`config.mk`:
```
export PLATFORM = sky130hd
export DESIGN_NAME = midpoint_ellipse_rasterizer_top
export DESIGN_NICKNAME = d
export VERILOG_FILES = /design/src/hw/rtl/mer_pkg.sv /design/src/hw/rtl/mer_ctrl.sv /design/src/hw/rtl/mer_datapath.sv /design/src/hw/rtl/midpoint_ellipse_rasterizer_top.sv
export SDC_FILE = /design/constraint.sdc
export NUM_CORES = 2
export LEC_CHECK = 0
export BUFFER_PORTS_ARGS = -buffer_cell sky130_fd_sc_hd__buf_2
export CAP_MARGIN = 20
export CORE_AREA = 3 3 378 380
export CTS_CLUSTER_DIAMETER = 50
export DETAILED_ROUTE_END_ITERATION = 10
export DIE_AREA = 0 0 381 383
export PLACE_DENSITY = 0.5
export SLEW_MARGIN = 5
export SYNTH_ARGS = -nofsm -noshare
export SYNTH_HDL_FRONTEND = slang
export SYNTH_HIERARCHICAL = 1
export SYNTH_SLANG_ARGS = --single-unit
```
`constraint.sdc`:
```
create_clock -name clk_i -period 12.7 [get_ports clk_i]
set_clock_uncertainty 0.05 [all_clocks]
set_input_delay 1.27 -clock clk_i [delete_from_list [all_inputs] [get_ports clk_i]]
set_output_delay 1.27 -clock clk_i [all_outputs]
set_load 0.005 [all_outputs]
```
`src/hw/rtl/mer_pkg.sv`:
```
`timescale 1ns / 1ps
`default_nettype none
package mer_pkg;

  localparam int RADIUS_BITS = 10;
  localparam int COORD_BITS  = 16;

  localparam int WALKX_W  = RADIUS_BITS + 1;
  localparam int WALKY_W  = RADIUS_BITS + 2;
  localparam int TX_W     = RADIUS_BITS + 2;
  localparam int SQ_W     = 2 * RADIUS_BITS;
  localparam int TXSQ_W   = 2 * RADIUS_BITS + 2;
  localparam int AAB_W    = 3 * RADIUS_BITS;
  localparam int GRAD_W   = 4 * RADIUS_BITS;
  localparam int MUL_W    = 2 * RADIUS_BITS + 4;
  localparam int DEC_W    = 2 * MUL_W;
  localparam int OUT_W    = COORD_BITS + 1;
  localparam int PT_W     = OUT_W + WALKY_W;

  localparam logic KIND_START   = 1'b0;
  localparam logic KIND_ADVANCE = 1'b1;

  typedef enum logic [3:0] {
    OP_NONE,
    OP_LOAD,
    OP_MUL_AA,
    OP_MUL_BB,
    OP_MUL_AAB,
    OP_INIT,
    OP_SW_TX,
    OP_SW_BTX,
    OP_SW_YSQ,
    OP_SW_AYY,
    OP_SW_ABB,
    OP_SW_END,
    OP_STEP,
    OP_DEC
  } dp_op_e;

  typedef struct packed {
    logic busy;
    logic second;
    logic grad_lt;
    logic out_free;
  } dp_status_t;

endpackage
`default_nettype wire

```
`src/hw/rtl/mer_ctrl.sv`:
```
`timescale 1ns / 1ps
`default_nettype none
module mer_ctrl import mer_pkg::*; (
  input  wire logic       clk_i,
  input  wire logic       rst_ni,
  input  wire logic       in_valid_i,
  input  wire logic       kind_i,
  input  wire dp_status_t status_i,
  output logic            in_stall_o,
  output dp_op_e          op_o
);

  typedef enum logic [12:0] {
    S_IDLE    = 13'b0000000000001,
    S_MUL_AA  = 13'b0000000000010,
    S_MUL_BB  = 13'b0000000000100,
    S_MUL_AAB = 13'b0000000001000,
    S_INIT    = 13'b0000000010000,
    S_SW_TX   = 13'b0000000100000,
    S_SW_BTX  = 13'b0000001000000,
    S_SW_YSQ  = 13'b0000010000000,
    S_SW_AYY  = 13'b0000100000000,
    S_SW_ABB  = 13'b0001000000000,
    S_SW_END  = 13'b0010000000000,
    S_STEP    = 13'b0100000000000,
    S_DEC     = 13'b1000000000000
  } state_e;

  state_e state_q, state_d;

  assign in_stall_o = (state_q != S_IDLE);

  always_comb begin
    state_d = state_q;
    op_o    = OP_NONE;
    case (state_q)
      S_IDLE: begin
        if (in_valid_i) begin
          if (kind_i == KIND_START) begin
            op_o    = OP_LOAD;
            state_d = S_MUL_AA;
          end else if (status_i.busy) begin
            // region switch needs a fresh decision value first
            state_d = (!status_i.second && !status_i.grad_lt) ? S_SW_TX : S_STEP;
          end
        end
      end
      S_MUL_AA:  begin op_o = OP_MUL_AA;  state_d = S_MUL_BB;  end
      S_MUL_BB:  begin op_o = OP_MUL_BB;  state_d = S_MUL_AAB; end
      S_MUL_AAB: begin op_o = OP_MUL_AAB; state_d = S_INIT;    end
      S_INIT:    begin op_o = OP_INIT;    state_d = S_IDLE;    end
      S_SW_TX:   begin op_o = OP_SW_TX;   state_d = S_SW_BTX;  end
      S_SW_BTX:  begin op_o = OP_SW_BTX;  state_d = S_SW_YSQ;  end
      S_SW_YSQ:  begin op_o = OP_SW_YSQ;  state_d = S_SW_AYY;  end
      S_SW_AYY:  begin op_o = OP_SW_AYY;  state_d = S_SW_ABB;  end
      S_SW_ABB:  begin op_o = OP_SW_ABB;  state_d = S_SW_END;  end
      S_SW_END:  begin op_o = OP_SW_END;  state_d = S_STEP;    end
      S_STEP: begin
        // hold until the output register can take the point
        if (status_i.out_free) begin
          op_o    = OP_STEP;
          state_d = S_DEC;
        end
      end
      S_DEC:     begin op_o = OP_DEC;     state_d = S_IDLE;    end
      default:   begin state_d = S_IDLE; end
    endcase
  end

  always_ff @(posedge clk_i or negedge rst_ni) begin
    if (!rst_ni) begin
      state_q <= S_IDLE;
    end else begin
      state_q <= state_d;
    end
  end

endmodule
`default_nettype wire

```
`src/hw/rtl/mer_datapath.sv`:
```
`timescale 1ns / 1ps
`default_nettype none
module mer_datapath import mer_pkg::*; (
  input  wire logic                          clk_i,
  input  wire logic                          rst_ni,
  input  wire dp_op_e                        op_i,
  input  wire logic        [RADIUS_BITS-1:0] semi_axis_x_i,
  input  wire logic        [RADIUS_BITS-1:0] semi_axis_y_i,
  input  wire logic signed [COORD_BITS-1:0]  center_x_i,
  input  wire logic signed [COORD_BITS-1:0]  center_y_i,
  input  wire logic                          out_stall_i,
  output dp_status_t                         status_o,
  output logic                               out_valid_o,
  output logic signed      [OUT_W-1:0]       point_x_o,
  output logic signed      [OUT_W-1:0]       point_y_o,
  output logic                               last_point_o
);

  logic                    busy_q, second_q, out_valid_q;
  logic [RADIUS_BITS-1:0]  axis_a_q, axis_b_q;
  logic [COORD_BITS-1:0]   origin_x_q, origin_y_q;
  logic [SQ_W-1:0]         aa_q, bb_q;
  logic [WALKX_W-1:0]      walk_x_q;
  logic [WALKY_W-1:0]      walk_y_q;
  logic [GRAD_W-1:0]       grad_x_q, grad_y_q;
  logic [DEC_W-1:0]        decision_q, mul_q;
  logic [OUT_W-1:0]        point_x_q, point_y_q;
  logic                    last_q;

  logic [MUL_W-1:0]        mul_a, mul_b;
  logic [DEC_W-1:0]        mul_p;
  logic [TX_W-1:0]         tx;
  logic [WALKY_W-1:0]      ym1, ym1_abs;
  logic [GRAD_W-1:0]       gx_inc, gy_dec;
  logic [WALKY_W-1:0]      y_dec;
  logic                    dec_neg, dec_pos, out_free;
  logic [DEC_W-1:0]        gx_ext, gy_ext, k_ext, term;
  logic [PT_W-1:0]         px_sum, py_sum;

  assign tx      = {walk_x_q, 1'b1};
  assign ym1     = walk_y_q - WALKY_W'(1);
  assign ym1_abs = ym1[WALKY_W-1] ? (~ym1 + WALKY_W'(1)) : ym1;

  // shared multiplier, product registered in mul_q
  always_comb begin
    mul_a = '0;
    mul_b = '0;
    case (op_i)
      OP_MUL_AA:  begin mul_a = MUL_W'(axis_a_q);         mul_b = MUL_W'(axis_a_q); end
      OP_MUL_BB:  begin mul_a = MUL_W'(axis_b_q);         mul_b = MUL_W'(axis_b_q); end
      OP_MUL_AAB: begin mul_a = MUL_W'(aa_q);             mul_b = MUL_W'(axis_b_q); end
      OP_SW_TX:   begin mul_a = MUL_W'(tx);               mul_b = MUL_W'(tx);       end
      OP_SW_BTX:  begin mul_a = MUL_W'(bb_q);             mul_b = MUL_W'(mul_q[TXSQ_W-1:0]); end
      OP_SW_YSQ:  begin mul_a = MUL_W'(ym1_abs);          mul_b = MUL_W'(ym1_abs);  end
      OP_SW_AYY:  begin mul_a = MUL_W'(aa_q);             mul_b = MUL_W'(mul_q[TXSQ_W-1:0]); end
      OP_SW_ABB:  begin mul_a = MUL_W'(aa_q);             mul_b = MUL_W'(bb_q);     end
      default:    begin mul_a = '0;                       mul_b = '0;               end
    endcase
  end

  assign mul_p = mul_a * mul_b;

  assign gx_inc  = grad_x_q + GRAD_W'({bb_q, 1'b0});
  assign gy_dec  = grad_y_q - GRAD_W'({aa_q, 1'b0});
  assign y_dec   = walk_y_q - WALKY_W'(1);
  assign dec_neg = decision_q[DEC_W-1];
  assign dec_pos = !dec_neg && (decision_q != '0);

  // decision increment, grads already advanced by the step
  assign gx_ext = {{(DEC_W-GRAD_W){grad_x_q[GRAD_W-1]}}, grad_x_q};
  assign gy_ext = {{(DEC_W-GRAD_W){grad_y_q[GRAD_W-1]}}, grad_y_q};
  assign k_ext  = second_q ? DEC_W'(aa_q) : DEC_W'(bb_q);

  always_comb begin
    if (!second_q) begin
      term = dec_neg ? (gx_ext + k_ext) : (gx_ext - gy_ext + k_ext);
    end else begin
      term = dec_pos ? (k_ext - gy_ext) : (gx_ext - gy_ext + k_ext);
    end
  end

  assign px_sum = {{(PT_W-COORD_BITS){origin_x_q[COORD_BITS-1]}}, origin_x_q}
                + PT_W'(walk_x_q);
  assign py_sum = {{(PT_W-COORD_BITS){origin_y_q[COORD_BITS-1]}}, origin_y_q}
                + {{(PT_W-WALKY_W){walk_y_q[WALKY_W-1]}}, walk_y_q};

  assign out_free = !out_valid_q || !out_stall_i;

  always_ff @(posedge clk_i or negedge rst_ni) begin
    if (!rst_ni) begin
      busy_q      <= 1'b0;
      second_q    <= 1'b0;
      out_valid_q <= 1'b0;
    end else begin
      // a step only issues once the previous point has left
      if (op_i == OP_STEP) begin
        out_valid_q <= 1'b1;
      end else if (out_valid_q && !out_stall_i) begin
        out_valid_q <= 1'b0;
      end
      case (op_i)
        OP_INIT: begin
          busy_q   <= 1'b1;
          second_q <= 1'b0;
        end
        OP_SW_END: second_q <= 1'b1;
        OP_STEP: begin
          if (second_q && y_dec[WALKY_W-1]) begin
            busy_q <= 1'b0;
          end
        end
        default: ;
      endcase
    end
  end

  always_ff @(posedge clk_i) begin
    mul_q <= mul_p;
    case (op_i)
      OP_LOAD: begin
        axis_a_q   <= semi_axis_x_i;
        axis_b_q   <= semi_axis_y_i;
        origin_x_q <= center_x_i;
        origin_y_q <= center_y_i;
      end
      OP_MUL_BB:  aa_q <= mul_q[SQ_W-1:0];
      OP_MUL_AAB: bb_q <= mul_q[SQ_W-1:0];
      OP_INIT: begin
        walk_x_q   <= '0;
        walk_y_q   <= WALKY_W'(axis_b_q);
        grad_x_q   <= '0;
        grad_y_q   <= GRAD_W'({mul_q[AAB_W-1:0], 1'b0});
        decision_q <= DEC_W'({bb_q, 2'b00}) - DEC_W'({mul_q[AAB_W-1:0], 2'b00})
                    + DEC_W'(aa_q);
      end
      OP_SW_YSQ: decision_q <= mul_q;
      OP_SW_ABB: decision_q <= decision_q + {mul_q[DEC_W-3:0], 2'b00};
      OP_SW_END: decision_q <= decision_q - {mul_q[DEC_W-3:0], 2'b00};
      OP_STEP: begin
        point_x_q <= px_sum[OUT_W-1:0];
        point_y_q <= py_sum[OUT_W-1:0];
        last_q    <= second_q && y_dec[WALKY_W-1];
        if (!second_q) begin
          walk_x_q <= walk_x_q + WALKX_W'(1);
          grad_x_q <= gx_inc;
          if (!dec_neg) begin
            walk_y_q <= y_dec;
            grad_y_q <= gy_dec;
          end
        end else begin
          walk_y_q <= y_dec;
          grad_y_q <= gy_dec;
          if (!dec_pos) begin
            walk_x_q <= walk_x_q + WALKX_W'(1);
            grad_x_q <= gx_inc;
          end
        end
      end
      OP_DEC: decision_q <= decision_q + {term[DEC_W-3:0], 2'b00};
      default: ;
    endcase
  end

  assign status_o.busy     = busy_q;
  assign status_o.second   = second_q;
  assign status_o.grad_lt  = $signed(grad_x_q) < $signed(grad_y_q);
  assign status_o.out_free = out_free;

  assign out_valid_o  = out_valid_q;
  assign point_x_o    = point_x_q;
  assign point_y_o    = point_y_q;
  assign last_point_o = last_q;

endmodule
`default_nettype wire

```
`src/hw/rtl/midpoint_ellipse_rasterizer_top.sv`:
```
`timescale 1ns / 1ps
`default_nettype none
// Channel | Handshake               | Payload
// --------+-------------------------+-------------------------------------------
// in      | in_valid_i / in_stall_o | kind, semi_axis_x, semi_axis_y, center_x/y
// out     | out_valid_o/out_stall_i | point_x, point_y, last_point
//
// A start transaction passes through accept, three products on the shared multiplier
// and initialisation; an advance passes through accept, step (held while the result
// is stalled) and decision update, and the one advance where region 2 begins first runs
// the chain of products through the single registered multiplier.
// Reset clears the controller, the walk-active and region flags and the output valid.
// A stalled result holds the next step in place, and the input stalls until it is taken.
module midpoint_ellipse_rasterizer_top import mer_pkg::*; (
  input  wire logic                          clk_i,
  input  wire logic                          rst_ni,
  input  wire logic                          in_valid_i,
  output logic                               in_stall_o,
  input  wire logic                          kind_i,
  input  wire logic        [RADIUS_BITS-1:0] semi_axis_x_i,
  input  wire logic        [RADIUS_BITS-1:0] semi_axis_y_i,
  input  wire logic signed [COORD_BITS-1:0]  center_x_i,
  input  wire logic signed [COORD_BITS-1:0]  center_y_i,
  output logic                               out_valid_o,
  input  wire logic                          out_stall_i,
  output logic signed      [OUT_W-1:0]       point_x_o,
  output logic signed      [OUT_W-1:0]       point_y_o,
  output logic                               last_point_o
);

  // command from the sequencer, status back from the datapath
  dp_op_e     op;
  dp_status_t status;

  // sequencer: decodes the transaction kind and walks the multiplier schedule
  mer_ctrl u_ctrl (
    .clk_i      (clk_i),
    .rst_ni     (rst_ni),
    .in_valid_i (in_valid_i),
    .kind_i     (kind_i),
    .status_i   (status),
    .in_stall_o (in_stall_o),
    .op_o       (op)
  );

  // datapath: walk registers, gradients, decision, multiplier and result register
  mer_datapath u_datapath (
    .clk_i         (clk_i),
    .rst_ni        (rst_ni),
    .op_i          (op),
    .semi_axis_x_i (semi_axis_x_i),
    .semi_axis_y_i (semi_axis_y_i),
    .center_x_i    (center_x_i),
    .center_y_i    (center_y_i),
    .out_stall_i   (out_stall_i),
    .status_o      (status),
    .out_valid_o   (out_valid_o),
    .point_x_o     (point_x_o),
    .point_y_o     (point_y_o),
    .last_point_o  (last_point_o)
  );

endmodule
`default_nettype wire

```
==> results.md <==
* Antenna violations before repair at 1
* DRT Pass-1 Iters at 6
* Die Height at 383 um
* H-Tree Depth at 2
* Flops & latches, synth at around 340
* CTS clk-pin slew, worst paths at 0.06 ns
* Setup crit start kind: flip-flop
* Placed Cells at ~7000
* Min Tclk post-route at roughly 12 ns
* Top post-synthesis cells by count: inv_1 (685), nand2_1 (500), nor2_1 (470), ha_1 (434), fa_1 (396)
* # clock sinks at between 300 and 400
* Crit Path Class: flip-flop to flip-flop
* Fill cell count at approximately 15000
* Detailed placement HPWL at roughly 120000 um
* Final non-filler cell total at around 7000
* Async S/R FF share, synth at 0.0475
* Max Fclk at 0.0865 GHz
* Die ar. at 146000 sq um
* Final Cycle Share at 0.910
* Critical Path Slowest Stage Cell: o31ai_1
* CP Data Required Time at 13.19 ns
* Worst skew pair latency at just under 0.7 ns
* IO Port Bufs at 93
* Crit path max fanout at 12
* Seq/Total Area, Yosys at 0.215
* Setup crit end kind: flip-flop
* Area leader, netlist: edfxtp_1
* CTS Buffer Depth at 3
* CTS buffer count at 61
* Critical Path AT at between 10 and 15 ns
* First-pass GRT wire length at approximately 230000 um
* Drt total wl at approximately 150000 um
* Post-synth EDFFs at about 280
* Mapped Cells at approximately 5000
* Vias in the first global route at roughly 38000
* Register area at 9590 sq um
* Worst rel slew slack at 0.123
* Initial DRC count at around 3100
* Count leader, synth: inv_1
* MaxCap Viol Count at 0
* Root Buffer: clkbuf_16
* Syn Nets at 6005
* Most used cell, CP: fa_1
* Diode count at 0
* Synth Cell Area at approximately 45000 sq um
* Crit-path max cell delay at about 0.9 ns
* Initial Util at 0.320
* Slew Limit Fails at 0
* Area delta synth->final at 10.6%
* Vias at 37653
* Outcome: completed
* Synth warnings at 6
* Fin nets at a little over 6000
* Width of the die at ~380 um
* HP Class: input port to asynchronous set/reset pin
* Core ar. at 140000 sq um
* RSZ-0062 raised after global routing: false
* DR DRC count at 0
* Multi-input logic area at ~32000 sq um
* Syn avg cell area at a little under 9 sq um
* Synth cell types at about 110
* DRT antenna net count at 0
* Max VDD drop at about 0.12 mV
* Largest net degree at the start of global routing at 55
* Top FF cell, synth: edfxtp_1
* Total GRT Usage at 0.205
* Post-cts gate resize count at 0
* GP Congestion at between 0.8 and 0.9
* Congestion Overflow GR at 0
* Post-CTS Setup Bufs at 0
* Leak at between 0.02 and 0.025 uW
* Routed WL per cell at approximately 21 um
* Final setup violation count at 0
* Final hold viol count at 0
* Io pins at 94
* Synth area leaders: edfxtp_1 (19%), fa_1 (18%), ha_1 (12%), inv_1 (5.8%), xnor2_1 (4.2%)
* CTS hold repair buffers at 0
* Worst slew pin tran at around 1.3 ns
* Power Density at roughly 120 nW/um^2
* Num rows at between 100 and 150
* Setup_tns at 0 ns
* Yosys top cell area share at 0.186
* CTS tree: yes
* Vias per cell at approximately 5.3
* Share of cells above drive strength 1 at 0.0709
placed cells by master, fill, tap and decap left out, types with 18 or more instances in the layout:
cell type / n
a21o_1: 107
a221o_1: 23
edfxtp_1: 276
nand2b_1: 62
dfxtp_1: 45
buf_2: 93
nand3_1: 88
or3_1: 38
o22ai_1: 21
a31oi_1: 33
a211oi_1: 39
o21a_1: 54
o221ai_1: 20
mux2i_1: 36
nor4_1: 43
inv_1: 685
clkbuf_16: 62
or2_2: 18
nand2_1: 498
o211ai_1: 27
o21ai_0: 258
nand4_1: 34
o31ai_1: 26
o21bai_1: 29
xor2_1: 115
nor3_1: 74
a22oi_1: 51
xnor2_1: 215
a22o_1: 27
buf_4: 80
fa_1: 396
nor2_1: 466
ha_1: 434
a21oi_1: 271
nor2b_1: 47
and3_1: 45
and2_1: 24
final timing paths:
kind	cells after the start	to	slack, ns	start
worst max-delay path	33	u_datapath/mul_q[39]	1.14	u_ctrl/state_q[7]
worst min-delay path	1	u_datapath/busy_q	0.45	rst_ni
worst max register to register	33	u_datapath/mul_q[39]	1.14	u_ctrl/state_q[7]
worst min register to register	1	u_ctrl/state_q[9]	0.50	u_ctrl/state_q[11]
max in group asynchronous	1	u_ctrl/state_q[0]	11.78	rst_ni
min in group clk_i	1	u_ctrl/state_q[9]	0.50	u_ctrl/state_q[11]
flip-flops by register name, indices dropped and copies added, names as in the netlist, 17 cells and up:
signal / count
u_datapath/decision_q: 48
u_datapath/mul_q: 45
u_datapath/grad_x_q: 39
u_datapath/grad_y_q: 39
u_datapath/aa_q: 20
u_datapath/bb_q: 20
u_datapath/point_x_o: 17
u_datapath/point_y_o: 17
cell families after synthesis:
group	Yosys count	share of synthesized area
and+or+nand+nor	1523	0.158
AOI/OAI and AO/OA	1173	0.178
buffers and inverters	887	0.0756
adders and majority gates	830	0.300
DFF	337	0.215
xor gates and xnor gates	331	0.0653
muxes	37	0.00833
worst max-delay path: cells and delay by family (launching register included):
| family | cells | cell delay [ns] |
|---|---|---|
| AO/OA/AOI/OAI | 12 | 3.01 |
| adder cells (fa/ha/maj) | 8 | 3.85 |
| AND/OR/NAND/NOR | 8 | 3.29 |
| buffers and inverters | 5 | 0.76 |
| flip-flops | 1 | 0.49 |
cell type report:
type	count	share of cell area
sequential	337	0.195
timing repair buffer	173	0.0216
multi-input combinational	3894	0.643
clock inverter	39	0.00711
tap	1876	0.0476
clock buffer	75	0.0335
inverter	687	0.0523
power by group:
group | internal [uW] | switching [uW] | leakage (uW)
clock | 952 | 623 | 0.000960
sequential | 1380 | 155 | 0.00300
combinational | 962 | 1740 | 0.0176
stage by stage:
stage	utilization	total power [uW]	setup WS [ns]	area, sq um	hold WS [ns]
6_report	0.353	5810	1.14	49300	0.452
5_1_grt	0.353	6190	0.735	49300	0.460
2_1_floorplan	-	3400	1.86	44600	0.370
4_1_cts	0.353	5810	1.20	49300	0.418
3_5_place_dp	0.339	4190	1.20	47300	0.476
3_3_place_gp	0.339	4190	1.39	47300	0.474
layer usage:
| metal | part of all wire | wire length [um] | up-vias | track usage |
|---|---|---|---|---|
| met1 | 0.47 | 71100 | 18485 | 0.293 |
| li1 | - | - | 17709 | - |
| met3 | 0.078 | 11900 | 199 | 0.0406 |
| met2 | 0.43 | 65100 | 1260 | 0.316 |
| met4 | 0.026 | 3900 | 0 | 0.0535 |
| met5 | 0 | 0 | - | 0 |
No activity file was read; power rests on OpenSTA's default activity.
